File: config.mk
export PLATFORM = sky130hd
export DESIGN_NAME = rrf_queue
export DESIGN_NICKNAME = d
export VERILOG_FILES = /design/src/rtl/rrf_pkg.sv /design/src/rtl/rrf_queue.sv
export VERILOG_INCLUDE_DIRS = /design/src /design/src/rtl
export SDC_FILE = /design/constraint.sdc
export NUM_CORES = 1
export LEC_CHECK = 0
export BUFFER_PORTS_ARGS = -buffer_cell sky130_fd_sc_hd__buf_2
export CORE_MARGIN = 5
export CORE_UTILIZATION = 38
export DETAILED_ROUTE_END_ITERATION = 8
export GPL_TIMING_DRIVEN = 1
export SLEW_MARGIN = 40
export SYNTH_ARGS = -nofsm -noshare
export SYNTH_HDL_FRONTEND = slang
export SYNTH_SLANG_ARGS = --single-unit
File: constraint.sdc
create_clock -name i_clk -period 4.05 [get_ports i_clk]
set_input_delay 0.405 -clock i_clk [delete_from_list [all_inputs] [get_ports i_clk]]
set_output_delay 0.405 -clock i_clk [all_outputs]
set_load 0.01 [all_outputs]
File: src/rtl/rotated_rect_fill_framebuffer_defines.svh
// assertion macros shared by the rectangle fill frame store modules
`ifndef ROTATED_RECT_FILL_FRAMEBUFFER_DEFINES_SVH
`define ROTATED_RECT_FILL_FRAMEBUFFER_DEFINES_SVH

// antecedent holds in a cycle, consequent must hold in the same cycle
`define RRF_ASSERT_IMPLY(label, clk, rst_n, ante, cons, msg) \
    label: assert property (@(posedge clk) disable iff (!rst_n) (ante) |-> (cons)) \
        else $error(msg);

// expression must hold at every edge out of reset
`define RRF_ASSERT_ALWAYS(label, clk, rst_n, expr, msg) \
    label: assert property (@(posedge clk) disable iff (!rst_n) (expr)) \
        else $error(msg);

`endif

File: src/rtl/rrf_pkg.sv
// types, constants and address mapping for the rectangle fill frame store
package rrf_pkg;

    localparam int BUF_W       = 128;
    localparam int BUF_H       = 128;
    localparam int STORE_WORDS = BUF_W * BUF_H;
    localparam int ADDR_W      = $clog2(STORE_WORDS);
    localparam int COORD_W     = 7;
    localparam int COLOR_W     = 16;
    localparam int RIDX_W      = 14;
    localparam int COORD_SPAN  = 1 << COORD_W;

    // signed width that holds any mapped address for any mode
    localparam int MAP_W = $clog2((BUF_H + COORD_SPAN) * BUF_W + COORD_SPAN) + 2;

    // width that holds a read index, the store size and the store address
    localparam int IDX_W = ((ADDR_W > RIDX_W) ? ADDR_W : RIDX_W) + 1;

    localparam int QUEUE_DEPTH = 2;
    localparam int QPTR_W      = $clog2(QUEUE_DEPTH);
    localparam int QCNT_W      = $clog2(QUEUE_DEPTH + 1);

    localparam int APB_ADDR_W  = 3;
    localparam int APB_DATA_W  = 32;
    localparam int REG_IDX_W   = APB_ADDR_W - 2;
    localparam logic [REG_IDX_W-1:0] REG_ROTATION_MODE = '0;

    typedef enum logic [2:0] {
        ROT_NONE      = 3'd0,
        ROT_MIRROR_X  = 3'd1,
        ROT_90        = 3'd2,
        ROT_90_MIRROR = 3'd3,
        ROT_180       = 3'd4,
        ROT_MIRROR_Y  = 3'd5,
        ROT_270       = 3'd6,
        ROT_TRANSPOSE = 3'd7
    } t_rotation;

    typedef enum logic [1:0] {
        KIND_FILL,
        KIND_EMPTY,
        KIND_READ
    } t_kind;

    typedef enum logic [1:0] {
        BK_IDLE,
        BK_FILL,
        BK_FINISH
    } t_back_state;

    typedef struct packed {
        t_kind               kind;
        logic [COORD_W-1:0]  x_start;
        logic [COORD_W-1:0]  y_start;
        logic [COORD_W-1:0]  x_end;
        logic [COORD_W-1:0]  y_end;
        logic [COLOR_W-1:0]  color;
        logic                rd_ok;
        logic [ADDR_W-1:0]   rd_addr;
    } t_cmd;

    function automatic logic signed [MAP_W-1:0] map_address(
        t_rotation mode, logic [COORD_W-1:0] x, logic [COORD_W-1:0] y);
        logic signed [MAP_W-1:0] sx;
        logic signed [MAP_W-1:0] sy;
        logic signed [MAP_W-1:0] w;
        logic signed [MAP_W-1:0] h;
        logic signed [MAP_W-1:0] one;
        logic signed [MAP_W-1:0] row;
        logic signed [MAP_W-1:0] col;
        sx  = signed'(MAP_W'(x));
        sy  = signed'(MAP_W'(y));
        w   = MAP_W'(BUF_W);
        h   = MAP_W'(BUF_H);
        one = MAP_W'(1);
        unique case (mode)
            ROT_NONE:      begin row = sy;            col = sx;        end
            ROT_MIRROR_X:  begin row = sy + one;      col = -sx - one; end
            ROT_90:        begin row = sx + one;      col = -sy - one; end
            ROT_90_MIRROR: begin row = h - sx;        col = -sy - one; end
            ROT_180:       begin row = h - sy;        col = -sx - one; end
            ROT_MIRROR_Y:  begin row = h - sy - one;  col = sx;        end
            ROT_270:       begin row = h - one - sx;  col = sy;        end
            ROT_TRANSPOSE: begin row = sx;            col = sy;        end
            default:       begin row = sy;            col = sx;        end
        endcase
        return row * w + col;
    endfunction

    function automatic logic in_store(logic signed [MAP_W-1:0] a);
        return (a >= 0) && (a < signed'(MAP_W'(STORE_WORDS)));
    endfunction

endpackage

File: src/rtl/rrf_queue.sv
// short command queue between the front and the back engine
`include "rotated_rect_fill_framebuffer_defines.svh"

module rrf_queue (
    input  logic          i_clk,
    input  logic          i_rst_n,
    input  logic          i_push,
    input  rrf_pkg::t_cmd i_cmd,
    output logic          o_full,
    input  logic          i_pop,
    output rrf_pkg::t_cmd o_head,
    output logic          o_empty
);

    rrf_pkg::t_cmd               r_mem [rrf_pkg::QUEUE_DEPTH];
    logic [rrf_pkg::QPTR_W-1:0]  r_wr_ptr;
    logic [rrf_pkg::QPTR_W-1:0]  r_rd_ptr;
    logic [rrf_pkg::QCNT_W-1:0]  r_count;
    logic [rrf_pkg::QPTR_W-1:0]  n_wr_ptr;
    logic [rrf_pkg::QPTR_W-1:0]  n_rd_ptr;

    localparam logic [rrf_pkg::QPTR_W-1:0] LAST_PTR = rrf_pkg::QPTR_W'(rrf_pkg::QUEUE_DEPTH - 1);

    always_comb begin
        n_wr_ptr = (r_wr_ptr == LAST_PTR) ? '0 : r_wr_ptr + 1'b1;
        n_rd_ptr = (r_rd_ptr == LAST_PTR) ? '0 : r_rd_ptr + 1'b1;
    end

    always_ff @(posedge i_clk) begin
        if (!i_rst_n) begin
            r_wr_ptr <= '0;
            r_rd_ptr <= '0;
            r_count  <= '0;
        end else begin
            if (i_push) begin
                r_wr_ptr <= n_wr_ptr;
            end
            if (i_pop) begin
                r_rd_ptr <= n_rd_ptr;
            end
            if (i_push && !i_pop) begin
                r_count <= r_count + 1'b1;
            end else if (i_pop && !i_push) begin
                r_count <= r_count - 1'b1;
            end
        end
    end

    always_ff @(posedge i_clk) begin
        if (i_push) begin
            r_mem[r_wr_ptr] <= i_cmd;
        end
    end

    assign o_full  = (r_count == rrf_pkg::QCNT_W'(rrf_pkg::QUEUE_DEPTH));
    assign o_empty = (r_count == '0);
    assign o_head  = r_mem[r_rd_ptr];

    `RRF_ASSERT_IMPLY(a_no_push_when_full, i_clk, i_rst_n, i_push, !o_full, "push into full queue")
    `RRF_ASSERT_IMPLY(a_no_pop_when_empty, i_clk, i_rst_n, i_pop, !o_empty, "pop from empty queue")

endmodule

==> reports/results.ini <==
[synthesis]
syn_inst = 212
mappedNetlistNets = 278
synthFlopType = edfxtp_1
synth_edf_count = 122
synthesis.area_um2 = 4620
yosys.area.top_type_share_pct = 79.3
yosys-top-cells-area = edfxtp_1 79%, mux2_2 15%, dfxtp_1 2.2%
ys_seq_elements = 127
synthArstFlopShare_pct = 0
ys_warn_count = 0
ys_seq_area_share_pct = 81.5
synth.avg_cell_area_um2 = 21.8
synth_cell_types = 17
synth_top_cell_by_area = edfxtp_1

[placement]
io_buffers = 127
routabilityCongestion = 0.665
post-place-ws_ns = 1.71
place_hpwl_mm = 5.45

[die]
core_um2 = 12000
start_util_pct = 38.6
fp.dieW_um = 120
die_area_um2 = 14500
io_pins = 128
die_height_um = 120
rows = 40

[sta]
tightest_slew_ns = 0.678
finalSetupViolCount = 0
rsz0062_at_grt = no
slew_violations = 0
hold-worst-slack_ns = 0.183
hold_viol_final = 0
fin_ws_ns = 1.36
fmax_mhz = 372
min_period_ns = 2.69
fin_setup_tns_ns = 0
fin_skew_ns = 0.00482
period_share_pct = 66.4
max_slew_margin_pct = 54.8

[cts]
root_buffer = clkbuf_16
clock_latency_ns = 0.41
cts_tree = yes
clockBufferDepth = 2
h-tree-depth = 4
ctsHoldBuffers = 0
clk_pin_slew_ns = 0.05
cts_setup_buffers = 0
cts_made_buffers = 17
clkSinkCount = 127
cts-resized-gates = 0

[final_layout]
final_common_cell = buf_2
final_util_pct = 50.7
mostFrequentLayoutCells = 127 x buf_2, 122 x edfxtp_1, 61 x mux2_2
diodes = 0
drive_above_1_share_pct = 60.9
area_growth_pct = 31.3
nets = 421

[min_path]
hold_path_end = r_mem[0][40]
min_path_type = input pin to register
whs_path_depth = 1
hold_start = i_cmd[40]

[worst_setup_path]
cp_max_fo = 34
critPathArrivalTime_ns = 2.28
r2r_end = r_mem[1][19]
r2r-start = r_wr_ptr
crit_type = register to output pin
worst_ep_required_time_ns = 3.64
critPathLaunchType = register
cp-end-kind = output pin
reg2reg_slack_ns = 2.33
ff2ff_path_depth = 2

[grt]
grt_max_degree = 36
grt_pass1_wl_mm = 13.2
gr-total-overflow = 0
antenna_found_initial = 0
grtUsageTotal_pct = 12.4
first_global_vias = 2664

[power]
switching_share_pct = 19.7
p_int_mw = 2.73
irDropWorstVdd_v = 0.000354
p_clk_share_pct = 46.0
seqPwrFrac_pct = 45.5
combPwrFrac_pct = 8.4
leakage_nw = 2.31
power_density_nw_per_um2 = 560
p_sw_mw = 0.670

[route]
finalWirelength_mm = 8.51
vias = 2384
drc = 0
drt-pass1-iter-count = 4
wl_per_cell_um = 16.5
dr.first_iter.drc_count = 156
avgViaCountPerCell = 4.63
antenna_left = 0

[run_status]
status = finished, final reports clean

[flow_run]
maxCapViolCount = 0

worst max-delay path by stage:
stage	start	end	slack (ns)
final	register	o_head[1]	1.36
after global routing	register	o_head[1]	1.19
after CTS	register	o_head[1]	1.25
after detailed placement	register	o_head[1]	1.71
after global placement	register	o_head[1]	1.75
after floorplan	i_push	r_mem[0][0]	0.44
flip-flops by register name, summed over array words and instances, names as in the netlist, named ones only:
register / cells
r_mem: 122
r_count: 2
r_rd_ptr: 1
r_wr_ptr: 1
power by group through the flow:
| stage | sequential (mW) | clock, mW | combinational [mW] |
|---|---|---|---|
| after detailed placement | 1.57 | 0 | 0.293 |
| final | 1.55 | 1.56 | 0.286 |
| after CTS | 1.55 | 1.61 | 0.294 |
| after floorplan | 1.56 | 0 | 0.174 |
| after global routing | 1.55 | 1.67 | 0.313 |
| after global placement | 1.57 | 0 | 0.285 |
Yosys cell counts (2+ instances only):
| cell type | n |
|---|---|
| edfxtp_1 | 122 |
| xor2_1 | 2 |
| mux2_2 | 61 |
| nor2b_1 | 2 |
| dfxtp_1 | 5 |
| buf_4 | 6 |
| and2_1 | 4 |
through the flow:
| step | cells | power (mW) | cell area (um^2) |
|---|---|---|---|
| after floorplan | 212 | 1.73 | 4620 |
| after global placement | 482 | 1.86 | 5420 |
| after detailed placement | 483 | 1.87 | 5440 |
| after CTS | 515 | 3.45 | 6060 |
| after global routing | 515 | 3.54 | 6070 |
| final | 515 | 3.40 | 6070 |
metal layers:
metal  global-route usage (%)  up-vias  share of wire [%]
li1                         -     1121                  -
met3                     6.45       12                7.5
met2                     20.2       85                 50
met1                     13.5     1166                 41
met5                        0        -                  0
met4                     5.52        0                1.2
area by class of cell:
type,count,area (um^2)
clock buffers,27,523
fillers,1016,5900
multi-input cells,77,812
well taps,147,184
repair buffers,131,678
flip-flops and latches,127,3760
clock inverters,5,100
inverters,1,3.75
worst max-delay path, stage by stage, from the launching register on:
cell	delay, ns
dfxtp_2	0.76
buf_4	0.54
mux2_2	0.41
buf_2	0.14
logic make-up (layout without fill, tap and decap cells):
family,count (synthesis),after routing,share of synthesized area [%]
buffers and inverters,8,164,1.16
adders and majority gates,1,1,0.271
and+or+nand+nor,9,9,1.22
xor gates and xnor gates,3,3,0.569
DFF,127,127,81.5
AOI/OAI and AO/OA,3,3,0.433
muxes,61,61,14.9
Note: power is estimated with default switching activity, not from simulation.
