**src/rtl/rotated_rect_fill_framebuffer_defines.svh**
```systemverilog
// assertion macros shared by the rectangle fill frame store modules
`ifndef ROTATED_RECT_FILL_FRAMEBUFFER_DEFINES_SVH
`define ROTATED_RECT_FILL_FRAMEBUFFER_DEFINES_SVH

// antecedent holds in a cycle, consequent must hold in the same cycle
`define RRF_ASSERT_IMPLY(label, clk, rst_n, ante, cons, msg) \
    label: assert property (@(posedge clk) disable iff (!rst_n) (ante) |-> (cons)) \
        else $error(msg);

// expression must hold at every edge out of reset
`define RRF_ASSERT_ALWAYS(label, clk, rst_n, expr, msg) \
    label: assert property (@(posedge clk) disable iff (!rst_n) (expr)) \
        else $error(msg);

`endif

```
**src/rtl/rrf_pkg.sv**
```systemverilog
// types, constants and address mapping for the rectangle fill frame store
package rrf_pkg;

    localparam int BUF_W       = 128;
    localparam int BUF_H       = 128;
    localparam int STORE_WORDS = BUF_W * BUF_H;
    localparam int ADDR_W      = $clog2(STORE_WORDS);
    localparam int COORD_W     = 7;
    localparam int COLOR_W     = 16;
    localparam int RIDX_W      = 14;
    localparam int COORD_SPAN  = 1 << COORD_W;

    // signed width that holds any mapped address for any mode
    localparam int MAP_W = $clog2((BUF_H + COORD_SPAN) * BUF_W + COORD_SPAN) + 2;

    // width that holds a read index, the store size and the store address
    localparam int IDX_W = ((ADDR_W > RIDX_W) ? ADDR_W : RIDX_W) + 1;

    localparam int QUEUE_DEPTH = 2;
    localparam int QPTR_W      = $clog2(QUEUE_DEPTH);
    localparam int QCNT_W      = $clog2(QUEUE_DEPTH + 1);

    localparam int APB_ADDR_W  = 3;
    localparam int APB_DATA_W  = 32;
    localparam int REG_IDX_W   = APB_ADDR_W - 2;
    localparam logic [REG_IDX_W-1:0] REG_ROTATION_MODE = '0;

    typedef enum logic [2:0] {
        ROT_NONE      = 3'd0,
        ROT_MIRROR_X  = 3'd1,
        ROT_90        = 3'd2,
        ROT_90_MIRROR = 3'd3,
        ROT_180       = 3'd4,
        ROT_MIRROR_Y  = 3'd5,
        ROT_270       = 3'd6,
        ROT_TRANSPOSE = 3'd7
    } t_rotation;

    typedef enum logic [1:0] {
        KIND_FILL,
        KIND_EMPTY,
        KIND_READ
    } t_kind;

    typedef enum logic [1:0] {
        BK_IDLE,
        BK_FILL,
        BK_FINISH
    } t_back_state;

    typedef struct packed {
        t_kind               kind;
        logic [COORD_W-1:0]  x_start;
        logic [COORD_W-1:0]  y_start;
        logic [COORD_W-1:0]  x_end;
        logic [COORD_W-1:0]  y_end;
        logic [COLOR_W-1:0]  color;
        logic                rd_ok;
        logic [ADDR_W-1:0]   rd_addr;
    } t_cmd;

    function automatic logic signed [MAP_W-1:0] map_address(
        t_rotation mode, logic [COORD_W-1:0] x, logic [COORD_W-1:0] y);
        logic signed [MAP_W-1:0] sx;
        logic signed [MAP_W-1:0] sy;
        logic signed [MAP_W-1:0] w;
        logic signed [MAP_W-1:0] h;
        logic signed [MAP_W-1:0] one;
        logic signed [MAP_W-1:0] row;
        logic signed [MAP_W-1:0] col;
        sx  = signed'(MAP_W'(x));
        sy  = signed'(MAP_W'(y));
        w   = MAP_W'(BUF_W);
        h   = MAP_W'(BUF_H);
        one = MAP_W'(1);
        unique case (mode)
            ROT_NONE:      begin row = sy;            col = sx;        end
            ROT_MIRROR_X:  begin row = sy + one;      col = -sx - one; end
            ROT_90:        begin row = sx + one;      col = -sy - one; end
            ROT_90_MIRROR: begin row = h - sx;        col = -sy - one; end
            ROT_180:       begin row = h - sy;        col = -sx - one; end
            ROT_MIRROR_Y:  begin row = h - sy - one;  col = sx;        end
            ROT_270:       begin row = h - one - sx;  col = sy;        end
            ROT_TRANSPOSE: begin row = sx;            col = sy;        end
            default:       begin row = sy;            col = sx;        end
        endcase
        return row * w + col;
    endfunction

    function automatic logic in_store(logic signed [MAP_W-1:0] a);
        return (a >= 0) && (a < signed'(MAP_W'(STORE_WORDS)));
    endfunction

endpackage

```
**src/rtl/rrf_front.sv**
```systemverilog
// input side: takes commands, sorts them into fill, empty fill or read
module rrf_front (
    input  logic                          i_valid,
    output logic                          o_stall,
    input  logic                          i_command,
    input  logic [rrf_pkg::COORD_W-1:0]   i_x_start,
    input  logic [rrf_pkg::COORD_W-1:0]   i_y_start,
    input  logic [rrf_pkg::COORD_W-1:0]   i_x_end,
    input  logic [rrf_pkg::COORD_W-1:0]   i_y_end,
    input  logic [rrf_pkg::COLOR_W-1:0]   i_fill_color,
    input  logic [rrf_pkg::RIDX_W-1:0]    i_read_index,
    input  logic                          i_full,
    output logic                          o_push,
    output rrf_pkg::t_cmd                 o_cmd
);

    logic [rrf_pkg::IDX_W-1:0] idx_ext;

    always_comb begin
        idx_ext = rrf_pkg::IDX_W'(i_read_index);

        o_cmd.x_start = i_x_start;
        o_cmd.y_start = i_y_start;
        o_cmd.x_end   = i_x_end;
        o_cmd.y_end   = i_y_end;
        o_cmd.color   = i_fill_color;
        o_cmd.rd_ok   = (idx_ext < rrf_pkg::IDX_W'(rrf_pkg::STORE_WORDS));
        o_cmd.rd_addr = idx_ext[rrf_pkg::ADDR_W-1:0];

        // a rectangle with start past end covers no pixel
        priority if (i_command) begin
            o_cmd.kind = rrf_pkg::KIND_READ;
        end else if ((i_x_start > i_x_end) || (i_y_start > i_y_end)) begin
            o_cmd.kind = rrf_pkg::KIND_EMPTY;
        end else begin
            o_cmd.kind = rrf_pkg::KIND_FILL;
        end
    end

    assign o_stall = i_full;
    assign o_push  = i_valid && !i_full;

endmodule

```
**config.mk**
```make
export PLATFORM = sky130hd
export DESIGN_NAME = rrf_front
export DESIGN_NICKNAME = d
export VERILOG_FILES = /design/src/rtl/rotated_rect_fill_framebuffer_defines.svh /design/src/rtl/rrf_pkg.sv /design/src/rtl/rrf_front.sv
export SDC_FILE = /design/constraint.sdc
export NUM_CORES = 1
export LEC_CHECK = 0
export BUFFER_PORTS_ARGS = -buffer_cell sky130_fd_sc_hd__buf_2
export CORE_ASPECT_RATIO = 0.5
export CORE_MARGIN = 1.5
export CORE_UTILIZATION = 28
export DETAILED_ROUTE_END_ITERATION = 12
export PLACE_DENSITY = 0.81
export SLEW_MARGIN = 20
export SYNTH_ARGS = -nofsm -noshare
export SYNTH_HDL_FRONTEND = slang
export SYNTH_SLANG_ARGS = --single-unit
```
**constraint.sdc**
```tcl
create_clock -name vclk -period 0.8
set_input_delay 0.04 -clock vclk [all_inputs]
set_output_delay 0.04 -clock vclk [all_outputs]
set_load 0.03 [all_outputs]
```
==> results of run 1 <==
## logic make-up after synthesis
family	synth area share
other	0.004597
AND/OR/NAND/NOR	0.07975
AO/OA/AOI/OAI	0.07515
adder cells (fa/ha/maj)	0.2147
buffers and inverters	0.6258
## power groups by stage
stage	registers (mW)	clock network (mW)	logic, mW
floorplan	0	0	0.739
global placement	0	0	0.542
detailed placement	0	0	0.550
CTS	0	0	0.637
global route	0	0	0.698
finish	0	0	0.633
## per-stage QoR
| stage | util | instance area, um^2 | hold slack [ns] | setup TNS (ns) | worst slack [ns] |
|---|---|---|---|---|---|
| global route | 0.3273 | 878.3 | 0.08005 | -0.4691 | -0.4691 |
| CTS | 0.3263 | 875.8 | 0.08020 | -0.4051 | -0.4051 |
| floorplan | - | 839.6 | 0.1896 | -0.2538 | -0.2538 |
| detailed placement | 0.2797 | 750.7 | 0.08020 | -0.5887 | -0.5887 |
| global placement | 0.2797 | 750.7 | 0.08020 | -0.5743 | -0.5743 |
| finish | 0.3273 | 878.3 | 0.08001 | -0.4005 | -0.4005 |
## worst max-delay path, cell delays in order
cell      delay, ns
buf_2          0.12
ha_4           0.24
a211oi_2       0.18
nor2_1         0.07
nor3_2         0.25
o32ai_4        0.11
buf_6          0.15
## synth_stat cells (all sizes together)
library cell | n | area share
buf | 61 | 0.56
ha | 14 | 0.21
inv | 14 | 0.064
a21oi | 4 | 0.025
nor2 | 3 | 0.014
a211oi | 2 | 0.018
nand3 | 2 | 0.012
nand3b | 2 | 0.018
nand4 | 2 | 0.015
nor3 | 2 | 0.012
o21ai | 2 | 0.012
conb | 1 | 0.0046
nor2b | 1 | 0.0077
o21bai | 1 | 0.0092
o32ai | 1 | 0.011
## area by class of cell
class              count  area, um^2
fillers              295        1805
well taps             37       46.29
multi-input cells     37       444.2
inverters             14       52.55
repair buffers        64       335.3
## cell usage in the layout, fill, tap and decap left out
cell / n
inv_1: 10
nand3b_1: 2
nor2_1: 2
o21ai_0: 1
inv_2: 4
nor2b_1: 1
a21oi_1: 2
ha_4: 7
o21bai_1: 1
buf_6: 2
o21ai_1: 1
nor2_2: 1
nand4_1: 2
conb_1: 1
buf_2: 61
o32ai_4: 1
ha_1: 6
a21oi_2: 2
a211oi_2: 2
nor3_2: 2
nand3_1: 2
buf_4: 1
ha_2: 1
## timing repair
action,4_1_cts,5_1_grt
endpoints found under the setup margin,1,1
gates resized for setup,21,1
pin swaps,5,1
hold buffers,0,0
## how the worst max path moves through the flow
| stage | slack, ns | startpoint | cells after the start | to |
|---|---|---|---|---|
| floorplan | -0.25 | i_x_end[4] | 6 | o_cmd[59] |
| global placement | -0.57 | i_x_start[4] | 7 | o_cmd[59] |
| detailed placement | -0.59 | i_x_start[4] | 7 | o_cmd[59] |
| CTS | -0.41 | i_x_start[4] | 7 | o_cmd[59] |
| global route | -0.47 | i_y_end[5] | 8 | o_cmd[59] |
| finish | -0.40 | i_x_start[4] | 7 | o_cmd[59] |
## per-layer routing
| layer | wire, um | GRT usage | vias up | part of all wire |
|---|---|---|---|---|
| met4 | 5 | 0.01316 | 0 | 0.0035 |
| met5 | 0 | 0 | - | 0 |
| met2 | 828 | 0.1688 | 23 | 0.57 |
| li1 | - | - | 304 | - |
| met3 | 136 | 0.01556 | 2 | 0.094 |
| met1 | 477 | 0.07089 | 270 | 0.33 |
==> flow_metrics.py, run 1 <==
metrics = {
    "place": {
        "placed_cells": 152,
        "dp_hpwl_um": 1274,
        "io_buffer_count": 63,
        "gp_congestion": 0.5996,
    },
    "floorplan": {
        "die-area_um2": 3266,
        "ios": 124,
        "die_y_um": 41.17,
        "start_util": 0.3040,
        "rows": 13,
        "core-area_um2": 2684,
        "fp.dieW_um": 79.34,
    },
    "synthesis": {
        "ys_seq_area_frac": 0,
        "syn_area_um2": 815.8,
        "ys_warn_count": 0,
        "netlist_instances": 112,
        "synth_nets": 187,
        "synth.distinct_cells": 15,
        "syn_avg_cell_area_um2": 7.284,
    },
    "sta": {
        "hold_viol_final": 0,
        "min_period_ns": 1.201,
        "setup_ws_ns": -0.4005,
        "maxSlewViolCount": 0,
        "fin_crit_sh": 1.501,
        "setup_viol": 1,
        "rsz0062_at_grt": "true",
        "fmax_mhz": 833.0,
    },
    "power_and_ir_drop": {
        "power_density_nw_per_um2": 721.2,
        "power.share.sequential": 0,
        "internal_power_mw": 0.2549,
        "p_leak_nw": 0.4755,
        "pwr-share-comb": 1.000,
        "power_mw": 0.6334,
        "switching_share": 0.5976,
        "p_sw_mw": 0.3786,
        "peakVddDrop_mv": 0.1617,
        "clock_power_share": 0,
    },
    "final_layout": {
        "syn_to_final_growth_pct": 7.669,
        "nFlopsAndLatches": 0,
        "finalNetCount": 192,
        "fin_cells": 152,
        "seq_area_um2": 0,
        "clock_buffers": 0,
        "antennaDiodeCount": 0,
        "drive_gt1_frac": 0.7304,
    },
    "critical_path": {
        "critPathRequiredTime_ns": 0.76,
        "critPathMaxFanout": 2,
        "cp-start-kind": "input pin",
        "worstSetupEndpointType": "output port",
        "worst_ep_arrival_time_ns": 1.16,
        "crit_type": "input pin to output port",
    },
    "global_routing": {
        "grt_pass1_vias": 493,
        "grt_pass1_wl_um": 1911,
        "grt.total_usage": 0.07265,
        "grt-ovfl-total": 0,
        "grt_max_degree": 4,
        "antenna_found_initial": 0,
    },
    "routing": {
        "first_iter_violations": 7,
        "dr.pass1.iters": 2,
        "route.detailed.drc": 0,
        "wire_per_inst_um": 9.520,
        "drtAntennaViolNets": 0,
        "wl_um": 1447,
        "viasPerCell": 3.941,
        "vias": 599,
    },
    "worst_hold_path": {
        "hold_end": "o_cmd[12]",
        "worstHoldPathCells": 0,
        "worstHoldPathType": "input pin to output port",
        "hold_start": "i_read_index[12]",
    },
    "clock_network": {
        "postCtsSetupBuffers": 0,
    },
    "outcome": {
        "failed_checks": "setup timing",
        "status": "finished with violations",
    },
    "flow_run": {
        "cap_violations": 0,
    },
}
Power figures use the tool's default switching activity.
==> run 2, diff against run 1 <==
ABC_AREA = 1   (was default)
CORE_UTILIZATION = 29   (was 28)
==> run 2 against run 1 <==
Net effect:
- the flow still finishes with violations (setup timing)
- sequential share of layout area unchanged
- wire length grew 27%
- synthesized cell count grew 16%
- worst setup slack better by 0.079 ns
- critical path type unchanged
- critical endpoint unchanged
- highest routed layer unchanged
==> flow_metrics.py, run 2 <==
metrics = {
    "floorplan": {
        "start_util": 0.3192,
        "rows": 13,
        "core-area_um2": 2716,
        "die_y_um": 41.67,
        "ios": 124,
        "die-area_um2": 3347,
        "fp.dieW_um": 80.33,
    },
    "final_layout": {
        "clock_buffers": 0,
        "nFlopsAndLatches": 0,
        "drive_gt1_frac": 0.7652,
        "layout_commonest_cell": "buf_2",
        "n_fill_cell": 291,
        "mostFrequentLayoutCells": "buf_2, buf_6, ha_4",
        "postLayoutCoreUtil": 0.4053,
        "fin_area_um2": 1101,
        "syn_to_final_growth_pct": 26.98,
        "antennaDiodeCount": 0,
        "multi_input_area_um2": 538.0,
        "finalNetCount": 209,
        "seq_area_um2": 0,
    },
    "synthesis": {
        "synth.distinct_cells": 13,
        "ys_seq_area_frac": 0,
        "ys_warn_count": 0,
        "synth_most_common_cell": "buf_4",
        "synth_area_leaders": "buf_4, ha_1, inv_1",
        "synth_top_area_share": 0.5281,
        "syn_avg_cell_area_um2": 6.670,
        "ys_top_cells_by_count": "buf_4, inv_1, nand2_1",
        "synth_area_leader_cell": "buf_4",
        "synth_nets": 205,
        "syn_area_um2": 867.1,
        "netlist_instances": 130,
    },
    "sta": {
        "fin_crit_sh": 1.402,
        "min_period_ns": 1.121,
        "setup_viol": 1,
        "maxSlewViolCount": 0,
        "fin_tns_setup_ns": -0.3215,
        "rsz0062_at_grt": "true",
        "hold_viol_final": 0,
        "fmax_mhz": 891.7,
        "setup_ws_ns": -0.3215,
    },
    "place": {
        "dpl_cell_area_um2": 879.6,
        "gp_congestion": 0.6713,
        "io_buffer_count": 63,
        "dpl_worst_slack_ns": -0.4254,
        "dp_hpwl_um": 1473,
    },
    "global_routing": {
        "grt_pass1_vias": 609,
        "grt_max_degree": 4,
        "antenna_found_initial": 0,
        "grt_pass1_wl_um": 2656,
        "grt.total_usage": 0.09770,
        "grt-ovfl-total": 0,
    },
    "critical_path": {
        "critPathRequiredTime_ns": 0.76,
        "worstSetupEndpointType": "output port",
        "crit_type": "input pin to output port",
        "worst_ep_arrival_time_ns": 1.08,
        "cp-start-kind": "input pin",
        "critPathMaxFanout": 2,
        "endpoint": "o_cmd[59]",
        "crit_start": "i_y_end[4]",
    },
    "routing": {
        "drtAntennaViolNets": 0,
        "vias": 667,
        "wire_per_inst_um": 10.91,
        "wl_um": 1843,
        "viasPerCell": 3.947,
        "dr.pass1.iters": 3,
        "first_iter_violations": 5,
        "route.detailed.drc": 0,
    },
    "power_and_ir_drop": {
        "power_density_nw_per_um2": 716.7,
        "p_leak_nw": 0.5906,
        "peakVddDrop_mv": 0.2209,
    },
    "outcome": {
        "status": "finished with violations",
        "failed_checks": "setup timing",
    },
    "worst_hold_path": {
        "worstHoldPathType": "input pin to output port",
    },
    "flow_run": {
        "cap_violations": 0,
    },
    "clock_network": {
        "cts_hold_buf": 0,
    },
}
[run 2: cell count changes after synthesis, moves of 2 or more]
cell      change
nand2_1      +19
inv_1         +7
a211oi_1      -2
a21oi_2       +2
nand3b_1      -2
nor2_2        +2
nor3_1        -2
o21ai_0       -2
[run 2: how the worst min path moves through the flow]
stage	startpoint	depth (start not counted)	slack, ns	endpoint
after global routing	i_read_index[0]	0	0.08	o_cmd[0]
after floorplan	i_command	1	0.12	o_cmd[59]
after detailed placement	i_fill_color[0]	0	0.08	o_cmd[15]
after global placement	i_fill_color[0]	0	0.08	o_cmd[15]
after CTS	i_fill_color[0]	0	0.08	o_cmd[15]
final	i_read_index[11]	0	0.08	o_cmd[11]
[run 2: report_power, final]
| group | switching [mW] | internal, mW | leakage, nW | total [mW] |
|---|---|---|---|---|
| registers | 0 | 0 | 0 | 0 |
| clock network | 0 | 0 | 0 | 0 |
| logic | 0.450 | 0.339 | 0.591 | 0.789 |
[run 2: final cells by class]
cell class,instances,share of cell area
inverters,22,0.08864
multi-input cells,47,0.4886
repair buffers,63,0.3807
well taps,37,0.04205
[run 2: routing by layer]
layer,vias up,routed length (um),share of wire,track usage
li1,337,-,-,-
met1,300,541,0.29,0.08701
met2,28,1114,0.60,0.2185
met3,2,171,0.093,0.02418
met4,0,16,0.0087,0.01379
met5,-,0,0,0
[run 2: kinds of logic (layout without fill, tap and decap cells)]
family                   count (synthesis)  after routing  synth area share
buffers and inverters                   83             85            0.6234
other                                    1              1          0.004325
AO/OA/AOI/OAI                            6              6           0.04618
adder cells (fa/ha/maj)                 14             14            0.2020
AND/OR/NAND/NOR                         26             26            0.1241
[run 2: worst max-delay path: stages]
cell and delay, ns:
buf_8 0.08, inv_4 0.03, ha_4 0.27, nand2_2 0.06
a21oi_2 0.13, nor2_1 0.06, nand2_1 0.07, nand2_2 0.07
a21oi_4 0.14, buf_6 0.14
[run 2: repair_timing]
action / in CTS / in global routing
setup endpoints to repair: 1 / 1
pin swaps: 17 / 11
setup buffers: 0 / 0
cloned: 0 / 0
gates resized for setup: 35 / 10
endpoints found under the hold margin: 0 / 0
[run 2: through the flow]
step | power (mW) | hold slack, ns | std cells
final | 0.7891 | 0.08001 | 169
after global routing | 0.8469 | 0.08004 | 169
after CTS | 0.7552 | 0.08020 | 169
after detailed placement | 0.6272 | 0.08020 | 169
after global placement | 0.6098 | 0.08020 | 169
after floorplan | 0.7959 | 0.1155 | 130
